[config.mk]
export PLATFORM = sky130hd
export DESIGN_NAME = multi_queue_shared_buffer
export DESIGN_NICKNAME = d
export VERILOG_FILES = /design/src/rtl/mqsb_pkg.sv /design/src/rtl/multi_queue_shared_buffer.sv /design/src/rtl/mqsb_ram.sv /design/src/rtl/mqsb_ctrl.sv /design/src/rtl/mqsb_dpath.sv
export SDC_FILE = /design/constraint.sdc
export NUM_CORES = 1
export LEC_CHECK = 0
export ABC_AREA = 1
export BUFFER_PORTS_ARGS = -buffer_cell sky130_fd_sc_hd__buf_2
export CELL_PAD_IN_SITES_DETAIL_PLACEMENT = 0
export CELL_PAD_IN_SITES_GLOBAL_PLACEMENT = 2
export CORE_MARGIN = 2
export CORE_UTILIZATION = 48
export DETAILED_ROUTE_END_ITERATION = 7
export HOLD_SLACK_MARGIN = 0.02
export PLACE_DENSITY = 0.84
export SYNTH_ARGS = -nofsm -noshare
export SYNTH_HDL_FRONTEND = slang
export SYNTH_SLANG_ARGS = --single-unit
[constraint.sdc]
create_clock -name clock -period 7.6 [get_ports clock]
set_clock_uncertainty 0.2 [all_clocks]
set_input_delay 1.52 -clock clock [delete_from_list [all_inputs] [get_ports clock]]
set_output_delay 1.52 -clock clock [all_outputs]
set_load 0.005 [all_outputs]
[src/rtl/mqsb_pkg.sv]
// Shared types and constants for the multi-queue shared buffer.
package mqsb_pkg;

   // Default geometry of the block
   localparam int DEF_ENTRIES    = 16;
   localparam int DEF_QUEUES     = 4;
   localparam int DEF_DATA_WIDTH = 32;

   // Fixed field widths
   localparam int OPCODE_W = 1;
   localparam int QIDX_W   = 2;
   localparam int VALUE_W  = 32;
   localparam int STATUS_W = 2;

   // Operation codes
   localparam logic [OPCODE_W-1:0] OP_PUSH = 1'b0;
   localparam logic [OPCODE_W-1:0] OP_POP  = 1'b1;

   // Result status codes
   localparam logic [STATUS_W-1:0] ST_OK        = 2'd0;
   localparam logic [STATUS_W-1:0] ST_OVERFLOW  = 2'd1;
   localparam logic [STATUS_W-1:0] ST_UNDERFLOW = 2'd2;

   typedef enum logic [1:0] {
      S_IDLE,
      S_LOOKUP,
      S_COMMIT
   } state_type;

   // Controller to datapath
   typedef struct packed {
      logic load;       // latch the item, launch pointer reads
      logic issue_pop;  // launch link and value reads at the queue head
      logic do_push;    // commit a push and post its result
      logic do_pop;     // commit a pop and post its result
      logic do_error;   // post an overflow or underflow result
   } cmd_type;

   // Datapath to controller
   typedef struct packed {
      logic is_pop;
      logic buf_full;
      logic q_empty;
      logic rsp_busy;
   } stat_type;

endpackage

[src/rtl/multi_queue_shared_buffer.sv]
// Top level of the multi-queue shared buffer: controller plus datapath.
//
// QUEUES FIFO queues share one pool of ENTRIES linked entries; unused
// entries sit on a free list. Each request item is a push (opcode 0, store
// value_in at the tail of queue queue_index) or a pop (opcode 1, return the
// head value of that queue); queue_index is taken modulo QUEUES. Every item
// yields exactly one response item: status 0 ok, 1 overflow (no free entry
// on push), 2 underflow (queue empty on pop); value_out is the popped value
// and zero otherwise, and an error leaves all state untouched. A push or an
// error passes through the accept cycle and a lookup cycle that posts
// the response into the output register. A pop passes through the
// accept, lookup and commit cycles and posts its response from the
// commit cycle: the head pointer read must return before the link and
// value memories can be read at that head, and each memory has a
// registered read port. One item is in flight at a time; a
// new request is taken in the cycle after the previous one has posted its
// response into the output register, even if that response still waits for
// rsp_ready. The next item then holds in its lookup or commit cycle until
// the output register is free, so a stalled receiver adds its stall to
// that item. No clearing pass runs after reset: a fill count marks entries
// that were never handed out, so the block accepts items from the first
// cycle after reset.
module multi_queue_shared_buffer #(
   parameter int ENTRIES    = mqsb_pkg::DEF_ENTRIES,
   parameter int QUEUES     = mqsb_pkg::DEF_QUEUES,
   parameter int DATA_WIDTH = mqsb_pkg::DEF_DATA_WIDTH
) (
   input  logic                                clock,
   input  logic                                reset,
   input  logic                                req_valid,
   output logic                                req_ready,
   input  logic [mqsb_pkg::OPCODE_W-1:0]       req_opcode,
   input  logic [mqsb_pkg::QIDX_W-1:0]         req_queue_index,
   input  logic signed [mqsb_pkg::VALUE_W-1:0] req_value_in,
   output logic                                rsp_valid,
   input  logic                                rsp_ready,
   output logic signed [mqsb_pkg::VALUE_W-1:0] rsp_value_out,
   output logic [mqsb_pkg::STATUS_W-1:0]       rsp_status
);
   import mqsb_pkg::*;

   cmd_type  cmd;
   stat_type stat;

   // Sequence each item: lookup, optional pop commit, post the response
   mqsb_ctrl u_ctrl (
      .clock     (clock),
      .reset     (reset),
      .req_valid (req_valid),
      .req_ready (req_ready),
      .rsp_ready (rsp_ready),
      .stat      (stat),
      .cmd       (cmd)
   );

   // Hold pointers, links, values and the response register
   mqsb_dpath #(
      .ENTRIES    (ENTRIES),
      .QUEUES     (QUEUES),
      .DATA_WIDTH (DATA_WIDTH)
   ) u_dpath (
      .clock           (clock),
      .reset           (reset),
      .cmd             (cmd),
      .stat            (stat),
      .req_opcode      (req_opcode),
      .req_queue_index (req_queue_index),
      .req_value_in    (req_value_in),
      .rsp_ready       (rsp_ready),
      .rsp_valid       (rsp_valid),
      .rsp_value_out   (rsp_value_out),
      .rsp_status      (rsp_status)
   );

   // One item in flight: no second accept right after an accept
   a_single_flight : assert property (@(posedge clock) disable iff (reset)
      (req_valid && req_ready) |=> !req_ready)
      else $error("request accepted while an item is in flight");

   // A fresh response never appears in the cycle right after acceptance
   a_min_latency : assert property (@(posedge clock) disable iff (reset)
      $rose(rsp_valid) |-> !$past(req_valid && req_ready))
      else $error("response posted too early");

   // Error responses carry a zero value
   a_error_zero : assert property (@(posedge clock) disable iff (reset)
      (rsp_valid && (rsp_status != ST_OK)) |-> (rsp_value_out == '0))
      else $error("error response with nonzero value");

endmodule

[src/rtl/mqsb_ram.sv]
// Generic single-write, single-read RAM with registered read data.
module mqsb_ram #(
   parameter int WIDTH = 8,
   parameter int DEPTH = 16,
   localparam int AW = (DEPTH > 1) ? $clog2(DEPTH) : 1
) (
   input  logic             clock,
   input  logic             wr_en,
   input  logic [AW-1:0]    wr_addr,
   input  logic [WIDTH-1:0] wr_data,
   input  logic             rd_en,
   input  logic [AW-1:0]    rd_addr,
   output logic [WIDTH-1:0] rd_data
);

   logic [WIDTH-1:0] mem_ff [DEPTH];
   logic [WIDTH-1:0] rd_data_ff;

   always_ff @(posedge clock) begin
      if (wr_en) begin
         mem_ff[wr_addr] <= wr_data;
      end
      if (rd_en) begin
         rd_data_ff <= mem_ff[rd_addr];
      end
   end

   assign rd_data = rd_data_ff;

endmodule

[src/rtl/mqsb_ctrl.sv]
// Sequencing state machine for the multi-queue shared buffer.
module mqsb_ctrl (
   input  logic               clock,
   input  logic               reset,
   input  logic               req_valid,
   output logic               req_ready,
   input  logic               rsp_ready,
   input  mqsb_pkg::stat_type stat,
   output mqsb_pkg::cmd_type  cmd
);
   import mqsb_pkg::*;

   state_type state_ff;
   state_type state_in;
   logic      out_free;

   assign out_free = !stat.rsp_busy || rsp_ready;

   always_ff @(posedge clock) begin
      if (reset) begin
         state_ff <= S_IDLE;
      end else begin
         state_ff <= state_in;
      end
   end

   always_comb begin
      state_in = state_ff;
      case (state_ff)
         S_IDLE: begin
            if (req_valid) begin
               state_in = S_LOOKUP;
            end
         end
         S_LOOKUP: begin
            if (stat.is_pop && !stat.q_empty) begin
               state_in = S_COMMIT;
            end else if (out_free) begin
               state_in = S_IDLE;
            end
         end
         S_COMMIT: begin
            if (out_free) begin
               state_in = S_IDLE;
            end
         end
         default: begin
            state_in = S_IDLE;
         end
      endcase
   end

   always_comb begin
      req_ready     = 1'b0;
      cmd           = '0;
      case (state_ff)
         S_IDLE: begin
            req_ready = 1'b1;
            cmd.load  = req_valid;
         end
         S_LOOKUP: begin
            if (stat.is_pop) begin
               if (!stat.q_empty) begin
                  cmd.issue_pop = 1'b1;
               end else begin
                  cmd.do_error = out_free;
               end
            end else if (stat.buf_full) begin
               cmd.do_error = out_free;
            end else begin
               cmd.do_push = out_free;
            end
         end
         S_COMMIT: begin
            cmd.do_pop = out_free;
         end
         default: begin
            req_ready = 1'b0;
         end
      endcase
   end

endmodule

[src/rtl/mqsb_dpath.sv]
// Pointer, link and value storage with the result register.
module mqsb_dpath #(
   parameter int ENTRIES    = mqsb_pkg::DEF_ENTRIES,
   parameter int QUEUES     = mqsb_pkg::DEF_QUEUES,
   parameter int DATA_WIDTH = mqsb_pkg::DEF_DATA_WIDTH
) (
   input  logic                                  clock,
   input  logic                                  reset,
   input  mqsb_pkg::cmd_type                     cmd,
   output mqsb_pkg::stat_type                    stat,
   input  logic [mqsb_pkg::OPCODE_W-1:0]         req_opcode,
   input  logic [mqsb_pkg::QIDX_W-1:0]           req_queue_index,
   input  logic signed [mqsb_pkg::VALUE_W-1:0]   req_value_in,
   input  logic                                  rsp_ready,
   output logic                                  rsp_valid,
   output logic signed [mqsb_pkg::VALUE_W-1:0]   rsp_value_out,
   output logic [mqsb_pkg::STATUS_W-1:0]         rsp_status
);
   import mqsb_pkg::*;

   localparam int PTR_W = $clog2(ENTRIES + 1);
   localparam int AW    = $clog2(ENTRIES);
   localparam int QW    = (QUEUES > 1) ? $clog2(QUEUES) : 1;
   localparam logic [PTR_W-1:0] NIL = PTR_W'(ENTRIES);

   // Item registers
   logic [OPCODE_W-1:0]   op_ff;
   logic [QW-1:0]         q_ff;
   logic [DATA_WIDTH-1:0] val_ff;

   // Free list head, count of entries ever handed out, queue occupancy
   logic [PTR_W-1:0]  free_head_ff, free_head_in;
   logic [PTR_W-1:0]  fill_ff, fill_in;
   logic [QUEUES-1:0] qvalid_ff, qvalid_in;

   // Result register
   logic                rsp_valid_ff, rsp_valid_in;
   logic [VALUE_W-1:0]  rsp_value_ff, rsp_value_in;
   logic [STATUS_W-1:0] rsp_status_ff, rsp_status_in;

   logic [QW-1:0]         q_req;
   logic [PTR_W-1:0]      head_rd, tail_rd, link_rd;
   logic [DATA_WIDTH-1:0] value_rd;
   logic [PTR_W-1:0]      next_free;
   logic                  fresh;
   logic                  link_we;
   logic [AW-1:0]         link_wa;
   logic [AW-1:0]         link_ra;
   logic [PTR_W-1:0]      head_wd;
   logic [DATA_WIDTH+VALUE_W-1:0] wr_ext;
   logic [DATA_WIDTH+VALUE_W-1:0] rd_ext;

   // Fold an out-of-range queue number back into range; the index field is
   // narrow enough that one subtraction does it whenever QUEUES > 1.
   assign q_req = (QUEUES == 1) ? QW'(0) :
                  (int'(req_queue_index) >= QUEUES) ?
                     QW'(int'(req_queue_index) - QUEUES) :
                     QW'(req_queue_index);

   assign wr_ext = {{DATA_WIDTH{1'b0}}, req_value_in};
   assign rd_ext = {{VALUE_W{1'b0}}, value_rd};

   // An entry at or past the fill count was never handed out; it still
   // links to its successor.
   assign fresh     = (free_head_ff == fill_ff);
   assign next_free = fresh ? (free_head_ff + PTR_W'(1)) : link_rd;

   assign stat.is_pop   = (op_ff == OP_POP);
   assign stat.buf_full = (free_head_ff == NIL);
   assign stat.q_empty  = !qvalid_ff[q_ff];
   assign stat.rsp_busy = rsp_valid_ff;

   // Link write: on push append to the old tail, on pop chain the freed
   // entry in front of the free list. Both store the current free head.
   assign link_we = (cmd.do_push && qvalid_ff[q_ff]) || cmd.do_pop;
   assign link_wa = cmd.do_pop ? head_rd[AW-1:0] : tail_rd[AW-1:0];
   assign link_ra = cmd.issue_pop ? head_rd[AW-1:0] : free_head_ff[AW-1:0];
   assign head_wd = cmd.do_pop ? link_rd : free_head_ff;

   mqsb_ram #(.WIDTH(PTR_W), .DEPTH(QUEUES)) u_head_ram (
      .clock   (clock),
      .wr_en   ((cmd.do_push && !qvalid_ff[q_ff]) || cmd.do_pop),
      .wr_addr (q_ff),
      .wr_data (head_wd),
      .rd_en   (cmd.load),
      .rd_addr (q_req),
      .rd_data (head_rd)
   );

   mqsb_ram #(.WIDTH(PTR_W), .DEPTH(QUEUES)) u_tail_ram (
      .clock   (clock),
      .wr_en   (cmd.do_push),
      .wr_addr (q_ff),
      .wr_data (free_head_ff),
      .rd_en   (cmd.load),
      .rd_addr (q_req),
      .rd_data (tail_rd)
   );

   mqsb_ram #(.WIDTH(PTR_W), .DEPTH(ENTRIES)) u_link_ram (
      .clock   (clock),
      .wr_en   (link_we),
      .wr_addr (link_wa),
      .wr_data (free_head_ff),
      .rd_en   (cmd.load || cmd.issue_pop),
      .rd_addr (link_ra),
      .rd_data (link_rd)
   );

   mqsb_ram #(.WIDTH(DATA_WIDTH), .DEPTH(ENTRIES)) u_value_ram (
      .clock   (clock),
      .wr_en   (cmd.do_push),
      .wr_addr (free_head_ff[AW-1:0]),
      .wr_data (val_ff),
      .rd_en   (cmd.issue_pop),
      .rd_addr (head_rd[AW-1:0]),
      .rd_data (value_rd)
   );

   always_comb begin
      free_head_in  = free_head_ff;
      fill_in       = fill_ff;
      qvalid_in     = qvalid_ff;
      rsp_valid_in  = rsp_valid_ff && !rsp_ready;
      rsp_value_in  = rsp_value_ff;
      rsp_status_in = rsp_status_ff;
      if (cmd.do_push) begin
         free_head_in    = next_free;
         qvalid_in[q_ff] = 1'b1;
         if (fresh) begin
            fill_in = fill_ff + PTR_W'(1);
         end
         rsp_valid_in  = 1'b1;
         rsp_value_in  = '0;
         rsp_status_in = ST_OK;
      end
      if (cmd.do_pop) begin
         free_head_in    = head_rd;
         // the queue drains when its head is also its tail
         qvalid_in[q_ff] = (head_rd != tail_rd);
         rsp_valid_in    = 1'b1;
         rsp_value_in    = rd_ext[VALUE_W-1:0];
         rsp_status_in   = ST_OK;
      end
      if (cmd.do_error) begin
         rsp_valid_in  = 1'b1;
         rsp_value_in  = '0;
         rsp_status_in = stat.is_pop ? ST_UNDERFLOW : ST_OVERFLOW;
      end
   end

   always_ff @(posedge clock) begin
      if (reset) begin
         free_head_ff <= '0;
         fill_ff      <= '0;
         qvalid_ff    <= '0;
         rsp_valid_ff <= 1'b0;
      end else begin
         free_head_ff <= free_head_in;
         fill_ff      <= fill_in;
         qvalid_ff    <= qvalid_in;
         rsp_valid_ff <= rsp_valid_in;
      end
   end

   always_ff @(posedge clock) begin
      if (cmd.load) begin
         op_ff  <= req_opcode;
         q_ff   <= q_req;
         val_ff <= wr_ext[DATA_WIDTH-1:0];
      end
      rsp_value_ff  <= rsp_value_in;
      rsp_status_ff <= rsp_status_in;
   end

   assign rsp_valid     = rsp_valid_ff;
   assign rsp_value_out = rsp_value_ff;
   assign rsp_status    = rsp_status_ff;

endmodule

## After elaboration in Yosys (flattened, before gate mapping)

Memories as Yosys holds them, arrays and structs flattened. A register that Yosys moved wholly into a read port is not among the register bits.
Index checks and enable logic that the tools add are counted.

| storage, ports and cells | value |
|---|---|
| logic and storage cells | 85 |
| bits in writable memories | 632 |
| bits of input ports | 39 |
| output and inout port bits | 36 |
| memories kept | 4 |
| register bits after elaboration | 86 |

| cells by class | value |
|---|---|
| mux-type cells | 44 |
| add/subtract/negate cells | 2 |
| magnitude comparators | 2 |
| reduce and logical (&&, ||, !) cells | 16 |
| equality and inequality tests | 6 |
| bitwise operators | 1 |

Memory list:

| name | depth | bits a word | rd ports | clocked after memory_dff | wr ports | line | source |
|---|---|---|---|---|---|---|---|
| u_dpath.u_value_ram.mem_ff | 16 | 32 | 1 | 1 | 1 | mqsb_ram.sv:16 | `logic [WIDTH-1:0] mem_ff [DEPTH];` |
| u_dpath.u_link_ram.mem_ff | 16 | 5 | 1 | 1 | 1 | mqsb_ram.sv:16 |  |
| u_dpath.u_head_ram.mem_ff | 4 | 5 | 1 | 1 | 1 | mqsb_ram.sv:16 |  |
| u_dpath.u_tail_ram.mem_ff | 4 | 5 | 1 | 1 | 1 | mqsb_ram.sv:16 |  |

Operators with widths:

| cell | count |
|---|---|
| $mux W32 | 2 |
| $mux W1 | 22 |
| $mux W5 | 4 |
| $mux W2 | 8 |
| $mux W4 | 4 |
| $add A5 B1 Y5 const B | 2 |
| $pmux W2 S3 | 1 |
| $eq A5 B5 Y1 | 1 |
| $eq A5 B5 Y1 const B | 1 |
| $logic_and A1 B1 Y1 | 5 |
| $ne A5 B5 Y1 | 1 |
| $bwmux W4 | 1 |
| $logic_or A1 B1 Y1 | 4 |
| $or A4 B4 Y4 | 1 |
| $logic_not A1 Y1 | 3 |
| $lt A2 B3 Y1 const B | 1 |
| $reduce_bool A3 Y1 | 1 |
| $bmux W1 S2 | 1 |
| $demux W1 S2 | 1 |
| $eq A2 B1 Y1 const B | 1 |
| $eq A2 B2 Y1 const B | 1 |
| $ge A2 B1 Y1 const B | 1 |
| $logic_not A2 Y1 | 1 |
| $ne A2 B2 Y1 const B | 1 |
| 2 further kinds | 2 |

## Logic depth before layout (Yosys ltp)

| logic depth | value |
|---|---|
| word-level depth | 9 |
| gate-level depth with buffers | 14 |
| gate-level depth less buffers | 13 |

## Hierarchy

Synthesis repeated with hierarchy kept, for this count alone.

| second synthesis, totals | value |
|---|---|
| cell total of the unflattened synthesis | 3040 |
| area, all modules | 32432.4 um^2 |

By module, submodules not included:

| module | cells an instance | area each (um^2) | instances | seq. area each (um^2) |
|---|---|---|---|---|
| mqsb_ram at u_dpath.u_value_ram | 2120 | 23050.9 | 1 | 16335.7 |
| mqsb_ram at u_dpath.u_link_ram | 357 | 3732.3 | 1 | 2552.4 |
| mqsb_dpath | 358 | 3453.3 | 1 | 2052.0 |
| mqsb_ram at u_dpath.u_head_ram ... | 90 | 1019.7 | 2 | 750.7 |
| mqsb_ctrl | 25 | 156.4 | 1 | 40.0 |

## Worst setup path after synthesis

Ideal clock, no wire load.

| timing path | value |
|---|---|
| kind | input to register |
| from | input rsp_ready |
| to | memory u_dpath.u_value_ram.mem_ff[0][0] in the netlist's numbering (enable) |
| library setup time | 0.421 ns |
| arrival time | 3.579 ns |
| stages | 6 |
| setup slack | 3.400 ns |
| path buffers | 0 |
| required time | 6.979 ns |
| cells stage by stage | nor2_1 > nor3_2 > nand3_2 > inv_2 > nand2_1 > nor2_1 |

| between the ends | value |
|---|---|
| word-level cells in the longest chain between the ends | 6 |

Ends and longest elaborated chain:

| item | line | source |
|---|---|---|
| from (decl) | multi_queue_shared_buffer.sv:36 | `input logic rsp_ready,` |
| $logic_or A1 B1 Y1 | mqsb_ctrl.sv:17 | `assign out_free = !stat.rsp_busy \|\| rsp_ready;` |
| $mux W1 | mqsb_ctrl.sv:68 | `end else if (stat.buf_full) begin` |
| $mux W1 | mqsb_ctrl.sv:62 | `if (stat.is_pop) begin` |
| $mux W2 | mqsb_ctrl.sv:56 | `case (state_ff)` |
| $mux W1 | mqsb_ram.sv:20 | `if (wr_en) begin` |
| $mux W1 (implied by the code) | mqsb_ram.sv:21 | `mem_ff[wr_addr] <= wr_data;` |
| to (decl) | mqsb_ram.sv:16 |  |

Every way passes these cells.

==> metrics.yaml <==
placed_area_um2: 30900
maxCapViolations: 0
setup-tns-final_ps: 0
final_cell_mix: "edfxtp_1, nor2_1, o21ai_0"
synth_compound_area_frac: 0.109
first_pass_iters: 5
grt.overflow.total: 0
numPortBuffers: 74
ys.flop_type: "edfxtp_1"
place_inst: 2997
wl_mm: 70.3
synth_mux_area_frac: 0
dp_hpwl_mm: 37.0
min_period_ps: 3690
start_kind: "flip-flop"
clk_latency_ps: 630
r2r_start: "u_dpath.q_ff[0]"
tritoncts: "done"
synth-edff-count: 716
synthAdderAreaFrac: 0.00210
grt_pass1_vias: 17512
worst-endpoint-required_ps: 7890
layout.nets: 2333
drt_iter0_drc: 1747
min_path_cells: 2
synth-async-reset-ratio: 0
synth.avg_cell_area_um2: 13.3
cts_hold_repair.buffers: 0
grt_use_total: 0.220
via_per_inst: 5.72
layout.cells.non_filler: 3145
worst_slew_pin_slew_ps: 1210
grt_pass1_wl_mm: 105
hp-class: "flip-flop to flip-flop"
rr_endpoint: "u_dpath.u_link_ram.rd_data[0]"
synth-xor-area-share: 0.00236
antenna_cells: 0
dr_total_vias: 17987
drive_above_1_share: 0.117
postLayoutCellArea_um2: 33600
worstRegToRegCells: 14
cp_max_fo: 22
start_util: 0.484
worstSetupPathType: "flip-flop to flip-flop"
die_w_um: 253
cts_buffer_depth: 3
root_buffer: "clkbuf_16"
core_area_um2: 61500
ff2ff_setup_slack_ps: 3910
cts.repair.resized: 0
power_density_nw_per_um2: 275
antenna_found_initial: 0
hold_end: "u_dpath.rsp_value_out[2]"
place_ws_ps: 3310
ant_nets: 0
cts_htree_levels: 3
yosys-top-cells-area: "edfxtp_1, o21ai_0, nor2_1"
crit_arrival_ps: 3980
gp_congestion: 0.793
grt_max_degree: 258
yosysSeqAreaShare: 0.756
worst_ir_drop_vdd_v: 0.000166
syn_area_um2: 29700
status: "finished clean"
ys_warn_count: 0
cts.clk_slew.worst_paths_ps: 60
synth-simple-area-share: 0.0917
hold_viol: 0
wl_per_cell_um: 22.3
drc_errors: 0
cts.sinks: 765
drv_slew: 0
clock.fmax_mhz: 271
die_y_um: 253
hold_start: "u_dpath.u_value_ram.rd_data[2]"
synth.distinct_cells: 40
ys_ff_latch: 765
rows: 91
synthesis.instances: 2238
synth_top_cell_by_area: "edfxtp_1"
relSlewSlack: 0.192
areaGrowthSynthToFinish_pct: 13.2
p_leak_nw: 11.6
fin_ws_ps: 3910
numCtsBuffers: 80
setup_viol: 0
end_kind: "flip-flop"
final.period_utilization: 0.486
boundaryPins: 75
syn_nets: 2282
synth_top_family_by_area: "compound AO/OA/AOI/OAI gates"
rsz0062_at_grt: "no"
synth_top_area_frac: 0.723
cts_setup_buffers: 0
final_common_cell: "edfxtp_1"
die_area_um2: 63900
-- logic make-up after synthesis --
group / after synthesis
fa+ha+maj: 5
buf+inv: 285
flops: 765
simple gates: 646
compound gates: 529
xor+xnor: 8
-- sequential cells by signal (all words and copies together), names as in the netlist, 5 cells and up --
name / cells
u_dpath.u_head_ram.rd_data: 5
u_dpath.u_tail_ram.mem_ff: 20
u_dpath.u_head_ram.mem_ff: 20
u_dpath.u_value_ram.mem_ff: 512
u_dpath.val_ff: 32
u_dpath.u_link_ram.rd_data: 5
u_dpath.fill_ff: 5
u_dpath.free_head_ff: 5
u_dpath.u_link_ram.mem_ff: 80
u_dpath.u_value_ram.rd_data: 32
u_dpath.u_tail_ram.rd_data: 5
u_dpath.rsp_value_out: 32
-- power breakdown --
part	internal [W]	switching (W)	leakage, nW
Combinational	0.000133	0.000357	3.31
Clock	0.00242	0.00161	1.35
Sequential	0.00467	0.0000630	6.91
-- routing by layer --
layer  GRT usage  wire length (um)  up-vias  share of wire
met5           0                 0        -              0
met4      0.0707              1950        0          0.028
met2       0.355             33500      628           0.48
met1       0.307             30500     8863           0.43
met3      0.0363              4300      131          0.061
li1            -                 -     8365              -
-- layout make-up --
cell class / instances / area (um^2)
fill: 5044 / 27800
sequential: 765 / 22500
multi-input combinational: 1188 / 6240
clock buffer: 107 / 2230
tap: 790 / 988
timing repair buffer: 107 / 631
inverter: 147 / 558
clock inverter: 41 / 509
-- through the flow --
step	hold slack [ps]	util	power [W]
floorplan	233	-	0.00513
global placement	245	0.503	0.00530
detailed placement	246	0.503	0.00531
CTS	251	0.547	0.00933
global route	277	0.547	0.00955
finish	258	0.547	0.00925
-- worst max-delay path by stage --
stage                                        from                                  to  slack (ps)  cells past startpoint
detailed placement                      rsp_ready  u_dpath.u_value_ram.mem_ff[14][22]        3310                      8
floorplan                               rsp_ready    u_dpath.u_value_ram.mem_ff[0][0]        3400                      6
CTS                 u_dpath.u_head_ram.rd_data[0]     u_dpath.u_value_ram.rd_data[25]        3850                      7
global placement                        rsp_ready  u_dpath.u_value_ram.mem_ff[14][22]        3400                      8
global route                      u_dpath.q_ff[0]       u_dpath.u_link_ram.rd_data[0]        3560                     14
finish                            u_dpath.q_ff[0]       u_dpath.u_link_ram.rd_data[0]        3910                     14
-- critical path: stages, from the launching register on --
cell	delay, ps
edfxtp_1	490
inv_2	140
nand2_1	60
nand2_1	50
nand2_1	50
nand2_2	200
nand3_4	220
inv_2	410
buf_4	490
nand2_1	90
o21ai_1	500
inv_2	240
nand3_1	170
nand3_1	90
nand2_1	130
-- synthesized netlist by cell type (2+ instances only) --
cell / n
buf_1: 9
xor2_1: 5
nand4_2: 2
o21ai_0: 289
buf_4: 8
nand2_2: 3
xnor2_1: 3
nand2_4: 3
dfxtp_1: 49
nand3b_1: 15
o211ai_1: 38
clkbuf_1: 98
nor2_2: 2
nand3_1: 117
nor3_1: 3
edfxtp_1: 716
a22oi_1: 32
buf_2: 21
o221ai_1: 90
ha_1: 5
a31oi_1: 7
nand2_1: 158
o22ai_1: 49
a21oi_1: 8
o221a_2: 2
o21ai_1: 12
buf_6: 2
inv_1: 137
inv_2: 8
clkinv_1: 2
nor2_1: 336
Note: power is estimated with default switching activity, not from simulation.
